**src/hw/rtl/output_protection_shutdown_controller_unit_defines.svh**
```systemverilog
// ----------------------------------------------------------------------------
// Assertion macros for the output protection shutdown controller
// Shared property wrappers, clocked on i_clk and muted during reset.
// ----------------------------------------------------------------------------
`ifndef OUTPUT_PROTECTION_SHUTDOWN_CONTROLLER_UNIT_DEFINES_SVH
`define OUTPUT_PROTECTION_SHUTDOWN_CONTROLLER_UNIT_DEFINES_SVH

// Consequent must hold in the same cycle as the antecedent.
`define OPSC_ASSERT_SAME(label, ante, cons, msg) \
    label: assert property (@(posedge i_clk) disable iff (!i_rst_n) \
        (ante) |-> (cons)) else $error(msg);

// Consequent must hold in the cycle after the antecedent.
`define OPSC_ASSERT_NEXT(label, ante, cons, msg) \
    label: assert property (@(posedge i_clk) disable iff (!i_rst_n) \
        (ante) |=> (cons)) else $error(msg);

`endif

```
**src/hw/rtl/opsc_pkg.sv**
```systemverilog
// ----------------------------------------------------------------------------
// opsc_pkg
// Types, codes and constants of the output protection shutdown controller.
// ----------------------------------------------------------------------------
`default_nettype none

package opsc_pkg;

    // Configuration register indexes.
    typedef enum logic [1:0] {
        CFG_SHUTDOWN_MODE = 2'd0,
        CFG_OC_DELAY      = 2'd1,
        CFG_TIME_LIMIT    = 2'd2,
        CFG_SETPOINT      = 2'd3
    } t_cfg_reg;

    // Disable causes, in priority order.
    typedef enum logic [2:0] {
        CAUSE_NONE        = 3'd0,
        CAUSE_SENSOR_ERR  = 3'd1,
        CAUSE_OVERHEAT    = 3'd2,
        CAUSE_LOW_INPUT   = 3'd3,
        CAUSE_OVERCURRENT = 3'd4,
        CAUSE_TIMEOUT     = 3'd5,
        CAUSE_LOW_CURRENT = 3'd6,
        CAUSE_REQUEST     = 3'd7
    } t_cause;

    // Shutdown mode codes; the other codes behave as no special shutdown.
    localparam logic [1:0] MODE_OVERCURRENT = 2'd1;
    localparam logic [1:0] MODE_LOW_CURRENT = 2'd2;

    // Temperature state codes; the remaining codes mean not yet valid.
    localparam logic [1:0] TEMP_OK         = 2'd0;
    localparam logic [1:0] TEMP_SENSOR_ERR = 2'd1;

    localparam int NUM_RAILS = 5;

    localparam logic [5:0]         LIMIT_FILTER_MAX = 6'd40;
    localparam logic [10:0]        LOW_CURRENT_MS   = 11'd1000;
    localparam logic [10:0]        LOW_CURRENT_SAT  = 11'd2047;
    localparam logic signed [11:0] OVERHEAT_DECIDEG = 12'sd800;
    localparam logic [16:0]        RAIL_STEP_MV     = 17'd9500;

    // Divide-by-ten of the 23-bit setpoint: floor(2^23 / 10) reciprocal.
    localparam int          RECIP_SHIFT = 23;
    localparam logic [19:0] RECIP_TEN   = 20'd838860;
    localparam logic [22:0] DIV_TEN     = 23'd10;

    typedef struct packed {
        logic [1:0]  shutdown_mode;
        logic [31:0] oc_delay_ms;
        logic [31:0] time_limit_ms;
        logic [19:0] low_thresh_ua;
    } t_cfg;

    typedef struct packed {
        logic                       enable_request;
        logic                       cc_mode;
        logic                       overcurrent_event;
        logic signed [23:0]         measured_current_ua;
        logic [1:0]                 temp_state;
        logic signed [11:0]         heatsink_decideg;
        logic [NUM_RAILS-1:0][16:0] supply_mv;
    } t_item;

    typedef struct packed {
        logic        output_on;
        t_cause      last_disable_cause;
        logic [5:0]  error_bits;
        logic        overheated;
        logic        limiting;
        logic [31:0] on_time_ms;
        logic        overcurrent_armed;
        logic        clear_request;
    } t_result;

    // Minimum good voltage of rail k (0-based): 9.5 V times k+1.
    function automatic logic [16:0] rail_min_mv(input int k);
        rail_min_mv = 17'(RAIL_STEP_MV * (k + 1));
    endfunction

endpackage

`default_nettype wire

```
**src/hw/rtl/opsc_core.sv**
```systemverilog
// ----------------------------------------------------------------------------
// opsc_core
// Protection state and the one-tick update that turns a tick into a result.
// ----------------------------------------------------------------------------
`default_nettype none

module opsc_core
    import opsc_pkg::*;
(
    input  wire logic    i_clk,
    input  wire logic    i_rst_n,
    input  wire logic    i_adv,
    input  wire t_item   i_item,
    input  wire t_cfg    i_cfg,
    output t_result      o_result
);

    logic        r_enabled,  n_enabled;
    logic [31:0] r_elapsed,  n_elapsed;
    logic [10:0] r_lc_ticks, n_lc_ticks;
    logic [5:0]  r_lfilt,    n_lfilt;
    logic        r_armed,    n_armed;
    logic        r_pending,  n_pending;
    t_cause      r_latch,    n_latch;

    logic        w_hot;
    logic        w_limited;
    logic        w_lowc;
    logic        w_clr;
    logic        w_oc_time;
    logic [5:0]  w_err;
    logic [31:0] w_el1;
    logic        w_pend1;
    t_cause      w_cause;

    // Rail undervoltage and temperature flags.
    always_comb begin
        w_err = '0;
        for (int k = 0; k < NUM_RAILS; k++) begin
            w_err[k] = i_item.supply_mv[k] < rail_min_mv(k);
        end
        w_err[5] = (i_item.temp_state == TEMP_SENSOR_ERR);
        w_hot    = (i_item.temp_state == TEMP_OK) &&
                   (i_item.heatsink_decideg > OVERHEAT_DECIDEG);
    end

    // Counters and filters that do not depend on the chosen cause.
    always_comb begin
        w_pend1   = r_pending | (r_armed & i_item.overcurrent_event);
        w_el1     = r_enabled ? r_elapsed + 32'd1 : r_elapsed;
        w_oc_time = (w_el1 >= i_cfg.oc_delay_ms);
        w_limited = 1'b0;
        n_lfilt   = '0;
        if (i_item.cc_mode) begin
            if (r_lfilt < LIMIT_FILTER_MAX) begin
                n_lfilt = r_lfilt + 6'd1;
            end else begin
                n_lfilt   = r_lfilt;
                w_limited = 1'b1;
            end
        end
        w_lowc = r_enabled &&
                 (i_item.measured_current_ua < $signed({4'b0, i_cfg.low_thresh_ua}));
        if (w_lowc) begin
            n_lc_ticks = (r_lc_ticks < LOW_CURRENT_SAT) ? r_lc_ticks + 11'd1 : r_lc_ticks;
        end else begin
            n_lc_ticks = '0;
        end
    end

    // Cause selection by priority, then arming, enabling and disabling.
    always_comb begin
        n_pending = w_pend1;
        n_armed   = r_armed;
        n_enabled = r_enabled;
        n_elapsed = w_el1;
        n_latch   = r_latch;
        w_clr     = 1'b0;
        priority if (w_err[5]) begin
            w_cause = CAUSE_SENSOR_ERR;
        end else if (w_hot) begin
            w_cause = CAUSE_OVERHEAT;
        end else if (|w_err[4:0]) begin
            w_cause = CAUSE_LOW_INPUT;
        end else if (r_enabled && i_cfg.shutdown_mode == MODE_OVERCURRENT && w_oc_time &&
                     (w_pend1 || i_item.cc_mode)) begin
            w_cause   = CAUSE_OVERCURRENT;
            n_pending = 1'b0;
        end else if (r_enabled && (i_cfg.time_limit_ms != '0) &&
                     (w_el1 >= i_cfg.time_limit_ms)) begin
            w_cause = CAUSE_TIMEOUT;
        end else if (i_cfg.shutdown_mode == MODE_LOW_CURRENT &&
                     n_lc_ticks > LOW_CURRENT_MS) begin
            w_cause = CAUSE_LOW_CURRENT;
        end else if (r_enabled && !i_item.enable_request) begin
            w_cause = CAUSE_REQUEST;
        end else begin
            w_cause = CAUSE_NONE;
        end

        if (i_cfg.shutdown_mode == MODE_OVERCURRENT && r_enabled && w_oc_time) begin
            n_armed = 1'b1;
        end

        if (!r_enabled && i_item.enable_request) begin
            n_enabled = 1'b1;
            n_elapsed = '0;
            n_latch   = CAUSE_NONE;
        end

        if (n_enabled && w_cause != CAUSE_NONE) begin
            n_armed   = 1'b0;
            n_enabled = 1'b0;
            n_latch   = w_cause;
            w_clr     = 1'b1;
        end
    end

    // Result of this tick.
    always_comb begin
        o_result.output_on          = n_enabled;
        o_result.last_disable_cause = n_latch;
        o_result.error_bits         = w_err;
        o_result.overheated         = w_hot;
        o_result.limiting           = i_item.enable_request & w_limited;
        o_result.on_time_ms         = n_elapsed;
        o_result.overcurrent_armed  = n_armed;
        o_result.clear_request      = w_clr;
    end

    // State advances only when the tick moves on to the result register.
    always_ff @(posedge i_clk) begin
        if (!i_rst_n) begin
            r_enabled  <= 1'b0;
            r_elapsed  <= '0;
            r_lc_ticks <= '0;
            r_lfilt    <= '0;
            r_armed    <= 1'b0;
            r_pending  <= 1'b0;
            r_latch    <= CAUSE_NONE;
        end else if (i_adv) begin
            r_enabled  <= n_enabled;
            r_elapsed  <= n_elapsed;
            r_lc_ticks <= n_lc_ticks;
            r_lfilt    <= n_lfilt;
            r_armed    <= n_armed;
            r_pending  <= n_pending;
            r_latch    <= n_latch;
        end
    end

endmodule

`default_nettype wire
```
**config.mk**
```make
export PLATFORM = sky130hd
export DESIGN_NAME = opsc_core
export DESIGN_NICKNAME = d
export VERILOG_FILES = /design/src/hw/rtl/output_protection_shutdown_controller_unit_defines.svh /design/src/hw/rtl/opsc_pkg.sv /design/src/hw/rtl/opsc_core.sv
export SDC_FILE = /design/constraint.sdc
export NUM_CORES = 1
export LEC_CHECK = 0
export ABC_AREA = 1
export ABC_CLOCK_PERIOD_IN_PS = 7800
export BUFFER_PORTS_ARGS = -buffer_cell sky130_fd_sc_hd__clkbuf_2
export CORE_ASPECT_RATIO = 0.5
export CORE_MARGIN = 2
export CORE_UTILIZATION = 40
export CTS_BUF_LIST = sky130_fd_sc_hd__clkbuf_8
export DETAILED_ROUTE_END_ITERATION = 8
export GPL_TIMING_DRIVEN = 0
export PLACE_DENSITY = 0.73
export SETUP_SLACK_MARGIN = 0.15
export SLEW_MARGIN = 20
export SYNTH_ARGS = -nofsm -noshare
export SYNTH_HDL_FRONTEND = slang
export SYNTH_SLANG_ARGS = --single-unit
```
**constraint.sdc**
```tcl
create_clock -name i_clk -period 7.8 [get_ports i_clk]
set_input_delay 1.95 -clock i_clk [delete_from_list [all_inputs] [get_ports i_clk]]
set_output_delay 1.95 -clock i_clk [all_outputs]
set_load 0.02 [all_outputs]
```
======== Yosys cells after proc, flatten, opt, wreduce, memory -nomap -nowiden ========
Cells that the tools add are included.
Widths: inputs -> output; s select.
operators by class
  $add $sub $neg .......................... 3
  magnitude comparators ................... 12
  equality and inequality tests ........... 4
  mux-type cells .......................... 26
  bitwise gates (word level) .............. 3
  reduce and logical (&&, ||, !) cells .... 19
operators by type and width
  cell                   number
  $ge 32x32->1           2
  $mux 32                2
  $lt 17x15->1 const B   2
  $lt 17x16->1 const B   2
  $add 32x1->32 const B  1
  $reduce_bool 32->1     1
  $mux 3                 9
  $lt 24x21->1           1
  $mux 11                2
  $lt 17x14->1 const B   1
  $gt 12x11->1 const B   1
  $mux 6                 2
  $add 11x1->11 const B  1
  $gt 11x10->1 const B   1
  $logic_and 1x1->1      11
  $lt 11x11->1 const B   1
  $mux 1                 11
  $add 6x1->6 const B    1
  $lt 6x6->1 const B     1
  $reduce_or 5->1        1
  $eq 2x1->1 const B     2
  $reduce_bool 3->1      1
  $and 1x1->1            2
  $eq 2x2->1 const B     1
  other kinds (6)        7
storage, ports and cells
  register bits after elaboration ......... 55
  input port bits ......................... 215
  output and inout bits ................... 46

======== Depth between registers and ports, before layout ========
Gate-level depths: netlist of the first run.
  word-level depth ........................ 14
  mapped depth ............................ 34

======== Worst setup path before layout of the first run ========
OpenSTA, ideal clock, no wires.
  kind .................................... register -> output
  from .................................... reg r_elapsed[0]
  to ...................................... out o_result[1] in the netlist's numbering
  arrival time ............................ 3.907 ns
  setup slack ............................. 1.943 ns
  stages on the path, launching flop included .. 34
  buffers on the path ..................... 1
  path through ............................ dfxtp_1 ha_1 nand2_1 nor2_1 nand2_1 nor2_2 nand3_2 nor2_4 nand2_2 nor2_2 nand3_2 nor3_4 nand2_2 xor2_1 inv_1 ha_1 nand2_1 nor2_1 nand2_1 nor3_1 nand4_1 nand3_1 nand3_1 nand2_1 clkinv_1 nand3_1 nand2_1 inv_1 nor2_1 nand3_1 nand2_1 nand2_1 inv_1 buf_4
between the ends
  longest elaborated chain between the ends .. 12
  elaborated cells between the ends (all ways) .. 16
  classes of those cells .................. 1 x add/sub; 2 x order compare; 8 x mux; 5 x reduce/logical
ends and longest elaborated chain
  what                                                line                                                source
  start, declared                                     opsc_core.sv:19                                     logic [31:0] r_elapsed, n_elapsed;
  start signal, assigned                              opsc_core.sv:143                                    r_elapsed <= n_elapsed;
  $add 32x1->32                                       opsc_core.sv:50                                     w_el1 = r_enabled ? r_elapsed + 32'd1 : r_elapsed;
  $mux 32 (*)                                         opsc_core.sv:50
  $ge 32x32->1, on equally long branches              opsc_core.sv:90, opsc_core.sv:51
  $logic_and 1x1->1, on equally long branches         opsc_core.sv:89, opsc_core.sv:85, opsc_core.sv:101
  $mux 3 / $logic_and 1x1->1 (equally long branches)  opsc_core.sv:89, opsc_core.sv:85
  $mux 3                                              opsc_core.sv:85                                     end else if (r_enabled && i_cfg.shutdown_mode == MODE_OVERCURRENT && w_oc_time &&
  $mux 3                                              opsc_core.sv:83                                     end else if (|w_err[4:0]) begin
  $mux 3                                              opsc_core.sv:81                                     end else if (w_hot) begin
  $mux 3                                              opsc_core.sv:79                                     priority if (w_err[5]) begin
  $reduce_bool 3->1                                   opsc_core.sv:111                                    if (n_enabled && w_cause != CAUSE_NONE) begin
  $logic_and 1x1->1                                   opsc_core.sv:111
  $mux 1 (*)                                          opsc_core.sv:111
  end, declared                                       opsc_core.sv:15                                     output t_result o_result
Mark *: on every way between the ends. The rest lies on a longest branch, timed or not.

======== Final worst setup path of the first run ========
Same ends and word-level chain as after synthesis.

==> flow_summary.toml, run 1 <==
[detailed_routing]
postRouteAntennaNets = 0
totalWireLength_um = 18700
drc = 0
vias_per_cell = 4.85
num_vias = 7171
drt_pass1_iterations = 5
wl_per_cell_um = 12.6
first_iter_violations = 438

[floorplanning]
start_util_pct = 40.7
die_area_um2 = 16700
core.rowCount = 32
die_y_um = 92.3
core_um2 = 15300
fp.dieW_um = 181
io_pins = 261

[finish]
antennaDiodeCount = 0
layoutNonFillerInstCount = 1478
area_growth_pct = 26.1
fin_nets = 1575
layout_commonest_cell = "clkbuf_2"
final_cell_mix = "clkbuf_2, nand2_1, inv_1"
drive_above_1_share_pct = 24.3

[timing]
fin_setup_tns_ps = 0
hold_viol = 0
setup_viol = 0
whs_ps = 474
maxSlewHeadroom_pct = 43.5
worst_slack_ps = 739
worst_pin_slew_ps = 845
rsz0062_at_grt = "false"
period_share_pct = 90.5
fmax_ghz = 0.142
slew_violations = 0
period_needed_ps = 7060
fin_worst_skew_ps = 6.50

[power]
vdd_drop_max_mv = 0.0738
power.density_nw_per_um2 = 93.1
p_leak_nw = 4.62
power.total_w = 0.000733

[clocking]
insertion_delay_ps = 330
holdBufCountCts = 0
htreeDepth = 2
post_cts.repair.setup_buffers = 0
cts-resized-gates = 0
clockRootBuffer = "clkbuf_8"
clkTransAtPathRegs_ps = 110
clock-sinks = 55
cts_max_path_buffers = 2
cts_made_buffers = 5
cts_tree = "done"

[yosys]
yosysTopAreaCellShare_pct = 17.6
ys_seq_area_share_pct = 17.6
yosys-top-cells-area = "dfxtp_1, ha_1, nand2_1, inv_1, a21oi_1"
synthesis.nets = 1322
synth-seq-cells = 55
synth-async-reset-ratio_pct = 0
syn_area_per_cell_um2 = 6.11
synth.cell_area_um2 = 6240
ys_types = 45
synthCells = 1021
ys_dominant_reg_cell = "dfxtp_1"
ys_warn_count = 0
yosys.area.top_type = "dfxtp_1"
synth_edf_count = 0

[worst_setup_path]
cp-start-kind = "flip-flop"
crit_top_cell = "nand2_1"
crit_type = "reg2out"
path_buf_inv = 6
cp.required_ps = 5850
crit_arrival_ps = 5110
slowest_delay_ps = 420
critical_path.max_fanout = 5
worst_path_dominant_cell_family = "simple AND/OR/NAND/NOR gates"
cp_slowest_cell = "dfxtp_1"
end_kind = "primary output"

[global_route]
track_usage_pct = 22.0
grt_pass1_vias = 6729
antenna_found_initial = 0
grt_max_degree = 18
overflow = 0
grt_pass1_wl_um = 30400

[outcome]
status = "finished, final reports clean"

[placed_design]
place_hpwl_um = 16200
dp_cells = 1471
gp_congestion = 0.889
port_buffers = 246
pre_cts_slack_ps = 752

[run]
drv_cap = 0

[worst_hold_path]
min_path_type = "reg2reg"
==> final timing paths <==
check                                                from                 endpoint  slack, ps  cells past startpoint
worst min register to register     r_pending$_SDFFE_PN0P_   r_pending$_SDFFE_PN0P_        470                      2
worst max-delay path            r_elapsed[0]$_SDFFE_PN0P_              o_result[1]        740                     34
worst max register to register  r_elapsed[0]$_SDFFE_PN0P_  r_latch[0]$_SDFFE_PN0P_       3070                     34
worst min-delay path               r_pending$_SDFFE_PN0P_   r_pending$_SDFFE_PN0P_        470                      2
==> power breakdown <==
group          internal, W  switching [W]  leakage [nW]
clock            0.0000964       0.000105        0.0561
combinational    0.0000980       0.000135          4.12
sequential        0.000289     0.00000925         0.448
==> routing by layer <==
layer	GRT usage, %	share of wire [%]	vias up	wire [µm]
met1	27.0	44	3197	8180
met2	42.2	50	207	9340
met4	3.23	0.80	0	149
li1	-	-	3751	-
met3	2.48	5.4	16	1020
met5	0	0	-	0
==> Yosys cell counts (6+ instances only) <==
cell type,number
nand2_2,7
nand4_1,26
nand3_1,39
ha_1,86
nor3_1,19
nor2_2,7
nor2_1,95
a21oi_1,89
o21ai_0,47
xor2_1,16
inv_1,205
xnor2_1,6
dfxtp_1,55
or2_2,6
clkbuf_1,14
nand2_1,242
==> cell type report <==
class / instances / area (µm²)
clock inverters: 2 / 41.3
repair buffers: 246 / 1230
multi-input cells: 734 / 4280
well taps: 204 / 255
fillers: 1594 / 7460
plain buffers: 23 / 105
clock buffers: 5 / 68.8
inverters: 209 / 785
flip-flops and latches: 55 / 1100
==> logic make-up after synthesis <==
family	share of synthesized area (%)
AO/OA/AOI/OAI	13.8
XOR/XNOR	3.87
adder cells (fa/ha/maj)	17.2
buffers and inverters	14.3
flip-flops	17.6
AND/OR/NAND/NOR	33.2
==> worst min-delay path, cell delays in order, from the launching register on <==
cell and delay [ps]:
dfxtp_1 330, nand2_1 60, a21oi_1 50
==> registers in the layout, indices dropped and copies added, names as in the netlist <==
name / flops
r_lfilt: 6
r_latch: 3
r_pending: 1
r_lc_ticks: 11
r_enabled: 1
r_elapsed: 32
r_armed: 1
==> metrics by stage <==
step	util [%]	instance area, µm²
after detailed placement	50.4	7730
final	51.3	7870
after CTS	51.1	7840
after floorplan	-	6240
after global routing	51.3	7870
after global placement	50.4	7730
No activity file was read; power rests on OpenSTA's default activity.
==> run 2, diff against run 1 <==
--- a/config.mk
+++ b/config.mk
@@ -15,6 +15,7 @@
 export DETAILED_ROUTE_END_ITERATION = 8
 export GPL_TIMING_DRIVEN = 0
 export PLACE_DENSITY = 0.73
+export RECOVER_POWER = 25
 export SETUP_SLACK_MARGIN = 0.15
 export SLEW_MARGIN = 20
 export SYNTH_ARGS = -nofsm -noshare
==> run 2 against run 1 <==
- clock power is essentially flat
- total power shrank 0.12%
- maximum frequency hardly changed
- critical path type unchanged
- combinational power is essentially flat
- first-iteration DRC count down 2.5%
- global-route usage unchanged
- worst setup slack improved by 2.3 ps
- sequential power barely moved
- critical path depth is the same
- clock skew hardly changed
- wire length shrank 0.13%
- sequential share of layout area barely moved
==> flow_summary.toml, run 2 (same netlist as run 1, synthesis figures left out) <==
[global_route]
grt_pass1_wl_um = 30400
antenna_found_initial = 0
track_usage_pct = 22.0
grt_pass1_vias = 6729
grt_max_degree = 18
overflow = 0

[clocking]
holdBufCountCts = 0
clock-sinks = 55
clockRootBuffer = "clkbuf_8"
cts_tree = "done"
clkTransAtPathRegs_ps = 110
htreeDepth = 2
insertion_delay_ps = 330
cts_made_buffers = 5
cts_max_path_buffers = 2

[worst_setup_path]
path_buf_inv = 6
slowest_delay_ps = 420
cp-start-kind = "flip-flop"
end_kind = "primary output"
critical_path.max_fanout = 5
worst_path_dominant_cell_family = "simple AND/OR/NAND/NOR gates"
crit_top_cell = "nand2_1"
cp_slowest_cell = "dfxtp_1"
crit_type = "reg2out"
cp.required_ps = 5850
crit_arrival_ps = 5110

[timing]
period_needed_ps = 7060
setup_viol = 0
worst_slack_ps = 742
hold_viol = 0
maxSlewHeadroom_pct = 44.4
rsz0062_at_grt = "false"
slew_violations = 0
worst_pin_slew_ps = 831
fmax_ghz = 0.142
fin_setup_tns_ps = 0
period_share_pct = 90.5
fin_worst_skew_ps = 6.80

[finish]
drive_above_1_share_pct = 24.0
final_cell_mix = "clkbuf_2, nand2_1, inv_1"
top_regs = "r_elapsed (32), r_lc_ticks (11), r_lfilt (6)"
fin_nets = 1575
largest-register = "r_elapsed"
largest_register_ffs = 32
final_area_um2 = 7860
nFillCells = 1597
area_growth_pct = 26.0
layout_commonest_cell = "clkbuf_2"
antennaDiodeCount = 0

[floorplanning]
core.rowCount = 32
fp.dieW_um = 181
core_um2 = 15300
die_y_um = 92.3
die_area_um2 = 16700
io_pins = 261
start_util_pct = 40.7

[run]
drv_cap = 0

[detailed_routing]
totalWireLength_um = 18700
wl_per_cell_um = 12.6
drt_pass1_iterations = 5
first_iter_violations = 427
vias_per_cell = 4.86
num_vias = 7177
drc = 0
postRouteAntennaNets = 0

[power]
p_leak_nw = 4.62
power.density_nw_per_um2 = 93.1
vdd_drop_max_mv = 0.0737

[placed_design]
gp_congestion = 0.889
port_buffers = 246
place_hpwl_um = 16200
place_area_um2 = 7730
pre_cts_slack_ps = 752

[worst_hold_path]
min_path_type = "reg2reg"

[outcome]
status = "finished, final reports clean"
run 2: area by class of cell:
class                   count  area (µm²)  share of cell area, %
clock inverters             2        41.3                  0.525
multi-input cells         734        4280                   54.4
clock buffers               5        68.8                  0.875
inverters                 209         785                   9.98
repair buffers            246        1230                   15.6
flip-flops and latches     55        1100                   14.0
plain buffers              23         105                   1.34
well taps                 204         255                   3.25
run 2: path summary, 6_finish.rpt:
| path | cells past startpoint | from | to | slack [ps] |
|---|---|---|---|---|
| worst max-delay path | 34 | r_elapsed[0]$_SDFFE_PN0P_ | o_result[1] | 740 |
| worst min-delay path | 2 | r_pending$_SDFFE_PN0P_ | r_pending$_SDFFE_PN0P_ | 480 |
| worst max register to register | 34 | r_elapsed[0]$_SDFFE_PN0P_ | r_latch[0]$_SDFFE_PN0P_ | 3070 |
| worst min register to register | 2 | r_pending$_SDFFE_PN0P_ | r_pending$_SDFFE_PN0P_ | 480 |
run 2: power breakdown:
part | internal, W | leakage (nW) | switching [W]
Sequential | 0.000289 | 0.448 | 0.00000930
Combinational | 0.0000978 | 4.11 | 0.000134
Clock | 0.0000964 | 0.0561 | 0.000105
Total | 0.000484 | 4.62 | 0.000248
run 2: worst min-delay path: cells and delay by family (launching register included):
family,cells,cell delay (ps)
AOI/OAI and AO/OA,1,50
DFF,1,330
and+or+nand+nor,1,60
run 2: metrics by stage:
| step | util [%] | cells | hold WS [ps] | total power, W |
|---|---|---|---|---|
| final | 51.3 | 1478 | 475 | 0.000732 |
| after detailed placement | 50.4 | 1471 | 455 | 0.000537 |
| after global routing | 51.3 | 1478 | 488 | 0.000779 |
| after global placement | 50.4 | 1471 | 454 | 0.000529 |
| after floorplan | - | 1021 | 445 | 0.000438 |
| after CTS | 51.1 | 1478 | 471 | 0.000735 |
run 2: layer usage:
layer,vias to the layer above,GRT usage (%),share of wire [%]
met5,-,0,0
met4,0,3.23,0.77
met3,14,2.48,5.2
met2,197,42.2,50
met1,3216,27.0,44
li1,3750,-,-
run 2: timing repair:
action | CTS | global route
setup endpoints to repair | 0 | 6
gates resized for setup | 0 | 6
setup buffers | 0 | 0
==> run 3, diff against run 2 <==
--- a/config.mk
+++ b/config.mk
@@ -5,7 +5,6 @@
 export SDC_FILE = /design/constraint.sdc
 export NUM_CORES = 1
 export LEC_CHECK = 0
-export ABC_AREA = 1
 export ABC_CLOCK_PERIOD_IN_PS = 7800
 export BUFFER_PORTS_ARGS = -buffer_cell sky130_fd_sc_hd__clkbuf_2
 export CORE_ASPECT_RATIO = 0.5
==> run 3 against run 2 <==
- final area decreased by 2.8%
- critical path depth decreased by 15
- combinational power decreased by 25%
- first-iteration DRC count decreased by 23%
- synthesized cell count decreased by 20%
- final cell count decreased by 14%
- sequential share of layout area increased by 0.40 points
- wire length increased by 2.1%
- global-route usage increased by 1.0 points
- maximum frequency decreased by 1.0%
- largest cell class unchanged
- highest routed layer unchanged
==> flow_summary.toml, run 3 <==
[outcome]
status = "finished, final reports clean"

[global_route]
antenna_found_initial = 0
grt_pass1_wl_um = 30400
track_usage_pct = 23.0
grt_max_degree = 17
grt_pass1_vias = 6488
overflow = 0

[detailed_routing]
drc = 0
vias_per_cell = 5.34
num_vias = 6786
totalWireLength_um = 19000
drt_pass1_iterations = 4
postRouteAntennaNets = 0
first_iter_violations = 329
wl_per_cell_um = 15.0

[finish]
final_area_um2 = 7640
largest_register_ffs = 32
layoutNonFillerInstCount = 1270
final_cell_mix = "clkbuf_2, inv_1, ha_1"
nFillCells = 1455
drive_above_1_share_pct = 26.1
fin_nets = 1372
layout_commonest_cell = "clkbuf_2"
antennaDiodeCount = 0
area_growth_pct = 25.8
largest-register = "r_elapsed"
top_regs = "r_elapsed (32), r_lc_ticks (11), r_lfilt (6)"
fin_util_pct = 52.1

[power]
power.density_nw_per_um2 = 82.4
p_leak_nw = 4.16
switching_share_pct = 31.2
vdd_drop_max_mv = 0.0730
combPwrFrac_pct = 27.8
p_int_w = 0.000433
p_seq_share_pct = 45.1
net-switching-power_w = 0.000197
p_clk_share_pct = 27.1

[timing]
fin_setup_tns_ps = 0
rsz0062_at_grt = "false"
whs_ps = 484
hold_viol = 0
slew_violations = 0
fmax_ghz = 0.140
setup_viol = 0
period_needed_ps = 7130
period_share_pct = 91.4
maxSlewHeadroom_pct = 45.5
fin_worst_skew_ps = 14.3
worst_pin_slew_ps = 818

[yosys]
synth_edf_count = 0
yosysTopAreaCellShare_pct = 18.1
synth-seq-cells = 55
synthAdderAreaFrac_pct = 17.7
synth-xor-area-share_pct = 5.15
yosys.area.top_type = "dfxtp_1"
synth_common_cells = "inv_1, ha_1, a21oi_1, dfxtp_1, nand2_1"
synth-async-reset-ratio_pct = 0
ys_dominant_reg_cell = "dfxtp_1"
synthesis.nets = 1119
synthCells = 818
syn_area_per_cell_um2 = 7.43
synth.cell_area_um2 = 6080
yosysMostFrequentCell = "inv_1"
synth_top_family_by_area = "simple AND/OR/NAND/NOR gates"
ys_types = 68
synth-compound-area-share_pct = 19.2
muxShareOfSynthArea_pct = 2.31
synth-simple-area-share_pct = 28.3
ys_seq_area_share_pct = 18.1
yosys-top-cells-area = "dfxtp_1, ha_1, inv_1, a21oi_1, nor2b_1"
ys_warn_count = 0

[placed_design]
port_buffers = 246
gp_congestion = 0.926
dp_cells = 1262
place_area_um2 = 7550
place_hpwl_um = 16300

[worst_setup_path]
crit_type = "reg2out"
cp-start-kind = "flip-flop"
critical_path.max_fanout = 10
worstSetupEndpoint = "o_result[43]"
rr_worst_depth = 18
startpoint = "r_enabled$_SDFFE_PN0P_"
r2r_slack_ps = 3120
crit_arrival_ps = 5180
end_kind = "primary output"
cp.required_ps = 5850
r2r_start = "r_enabled$_SDFFE_PN0P_"
r2r_end = "r_enabled$_SDFFE_PN0P_"

[floorplanning]
start_util_pct = 41.4
io_pins = 261
die_y_um = 91.2
fp.dieW_um = 178
die_area_um2 = 16300
core.rowCount = 31
core_um2 = 14700

[worst_hold_path]
min_path_type = "reg2reg"

[clocking]
cts_max_path_buffers = 2
cts_made_buffers = 5
post_cts.repair.setup_buffers = 0
insertion_delay_ps = 320
cts-resized-gates = 0
holdBufCountCts = 0
htreeDepth = 2
clkTransAtPathRegs_ps = 100
cts_tree = "done"
clock-sinks = 55
clockRootBuffer = "clkbuf_8"

[run]
drv_cap = 0
run 3: cell types whose count changed in the layout (fill, tap and decap cells not counted), moves of 9 or more:
cell	previous run	this run
and3_1	0	11
o21ai_0	47	36
a21o_1	3	16
xnor2_1	6	15
nor3_1	18	32
inv_1	205	115
nor4_1	4	13
nand2_1	243	51
and2_1	0	16
a211oi_1	0	10
a21oi_1	89	61
nor2b_1	0	39
mux2i_1	0	14
nor2_1	95	50
run 3: logic make-up after synthesis:
kind of cell / after synthesis
adders and majority gates: 86
and+or+nand+nor: 306
buffers and inverters: 142
DFF: 55
muxes: 14
xor gates and xnor gates: 34
AOI/OAI and AO/OA: 181
run 3: worst min-delay path by stage:
stage / start / endpoint / slack, ps / cells past startpoint
after floorplan: r_latch[1]$_SDFFE_PN0P_ / r_latch[1]$_SDFFE_PN0P_ / 450 / 2
final: r_latch[1]$_SDFFE_PN0P_ / r_latch[1]$_SDFFE_PN0P_ / 480 / 2
after detailed placement: r_latch[1]$_SDFFE_PN0P_ / r_latch[1]$_SDFFE_PN0P_ / 470 / 2
after global placement: r_latch[1]$_SDFFE_PN0P_ / r_latch[1]$_SDFFE_PN0P_ / 460 / 2
after CTS: r_latch[1]$_SDFFE_PN0P_ / r_latch[1]$_SDFFE_PN0P_ / 490 / 2
after global routing: r_latch[1]$_SDFFE_PN0P_ / r_latch[1]$_SDFFE_PN0P_ / 520 / 2
run 3: metrics by stage:
stage	setup slack, ps	total power, W
final	669	0.000630
after global routing	271	0.000669
after CTS	515	0.000635
after detailed placement	911	0.000466
after global placement	917	0.000461
after floorplan	1630	0.000379
run 3: per-layer routing:
| layer | up-vias | wire length [µm] | part of all wire, % | GRT usage [%] |
|---|---|---|---|---|
| met1 | 3146 | 8780 | 46 | 30.5 |
| li1 | 3400 | - | - | - |
| met2 | 221 | 9030 | 47 | 39.9 |
| met3 | 19 | 1010 | 5.3 | 2.47 |
| met4 | 0 | 224 | 1.2 | 5.56 |
| met5 | - | 0 | 0 | 0 |
run 3: power groups by stage:
stage / combinational, W / clock (W) / sequential (W)
after global placement: 0.000170 / 0 / 0.000291
after CTS: 0.000176 / 0.000175 / 0.000284
after floorplan: 0.0000889 / 0 / 0.000290
after detailed placement: 0.000175 / 0 / 0.000291
final: 0.000175 / 0.000171 / 0.000284
after global routing: 0.000197 / 0.000187 / 0.000285
run 3: worst max-delay path: stages (launching register included):
cell      delay [ps]
dfxtp_1          420
clkbuf_2         280
nand3_1          310
nor4_4           520
nand3_1          180
nor2_1           180
nand2_1           90
xor2_1           260
inv_1            120
ha_1             190
a21o_1           150
a21o_1           170
a221oi_1         340
nand2_1           80
o21ai_0          340
nand3_1          250
nor3_4           370
nand2_1          180
o211ai_1         210
clkbuf_2         210
run 3: cell type report:
type / instances / area (µm²) / area share [%]
Clock buffer: 6 / 82.6 / 1.08
Buffer: 28 / 130 / 1.70
Inverter: 114 / 428 / 5.60
Tap cell: 198 / 248 / 3.24
Timing Repair Buffer: 246 / 1230 / 16.1
Clock inverter: 2 / 12.5 / 0.164
Multi-Input combinational cell: 621 / 4410 / 57.7
Sequential cell: 55 / 1100 / 14.4
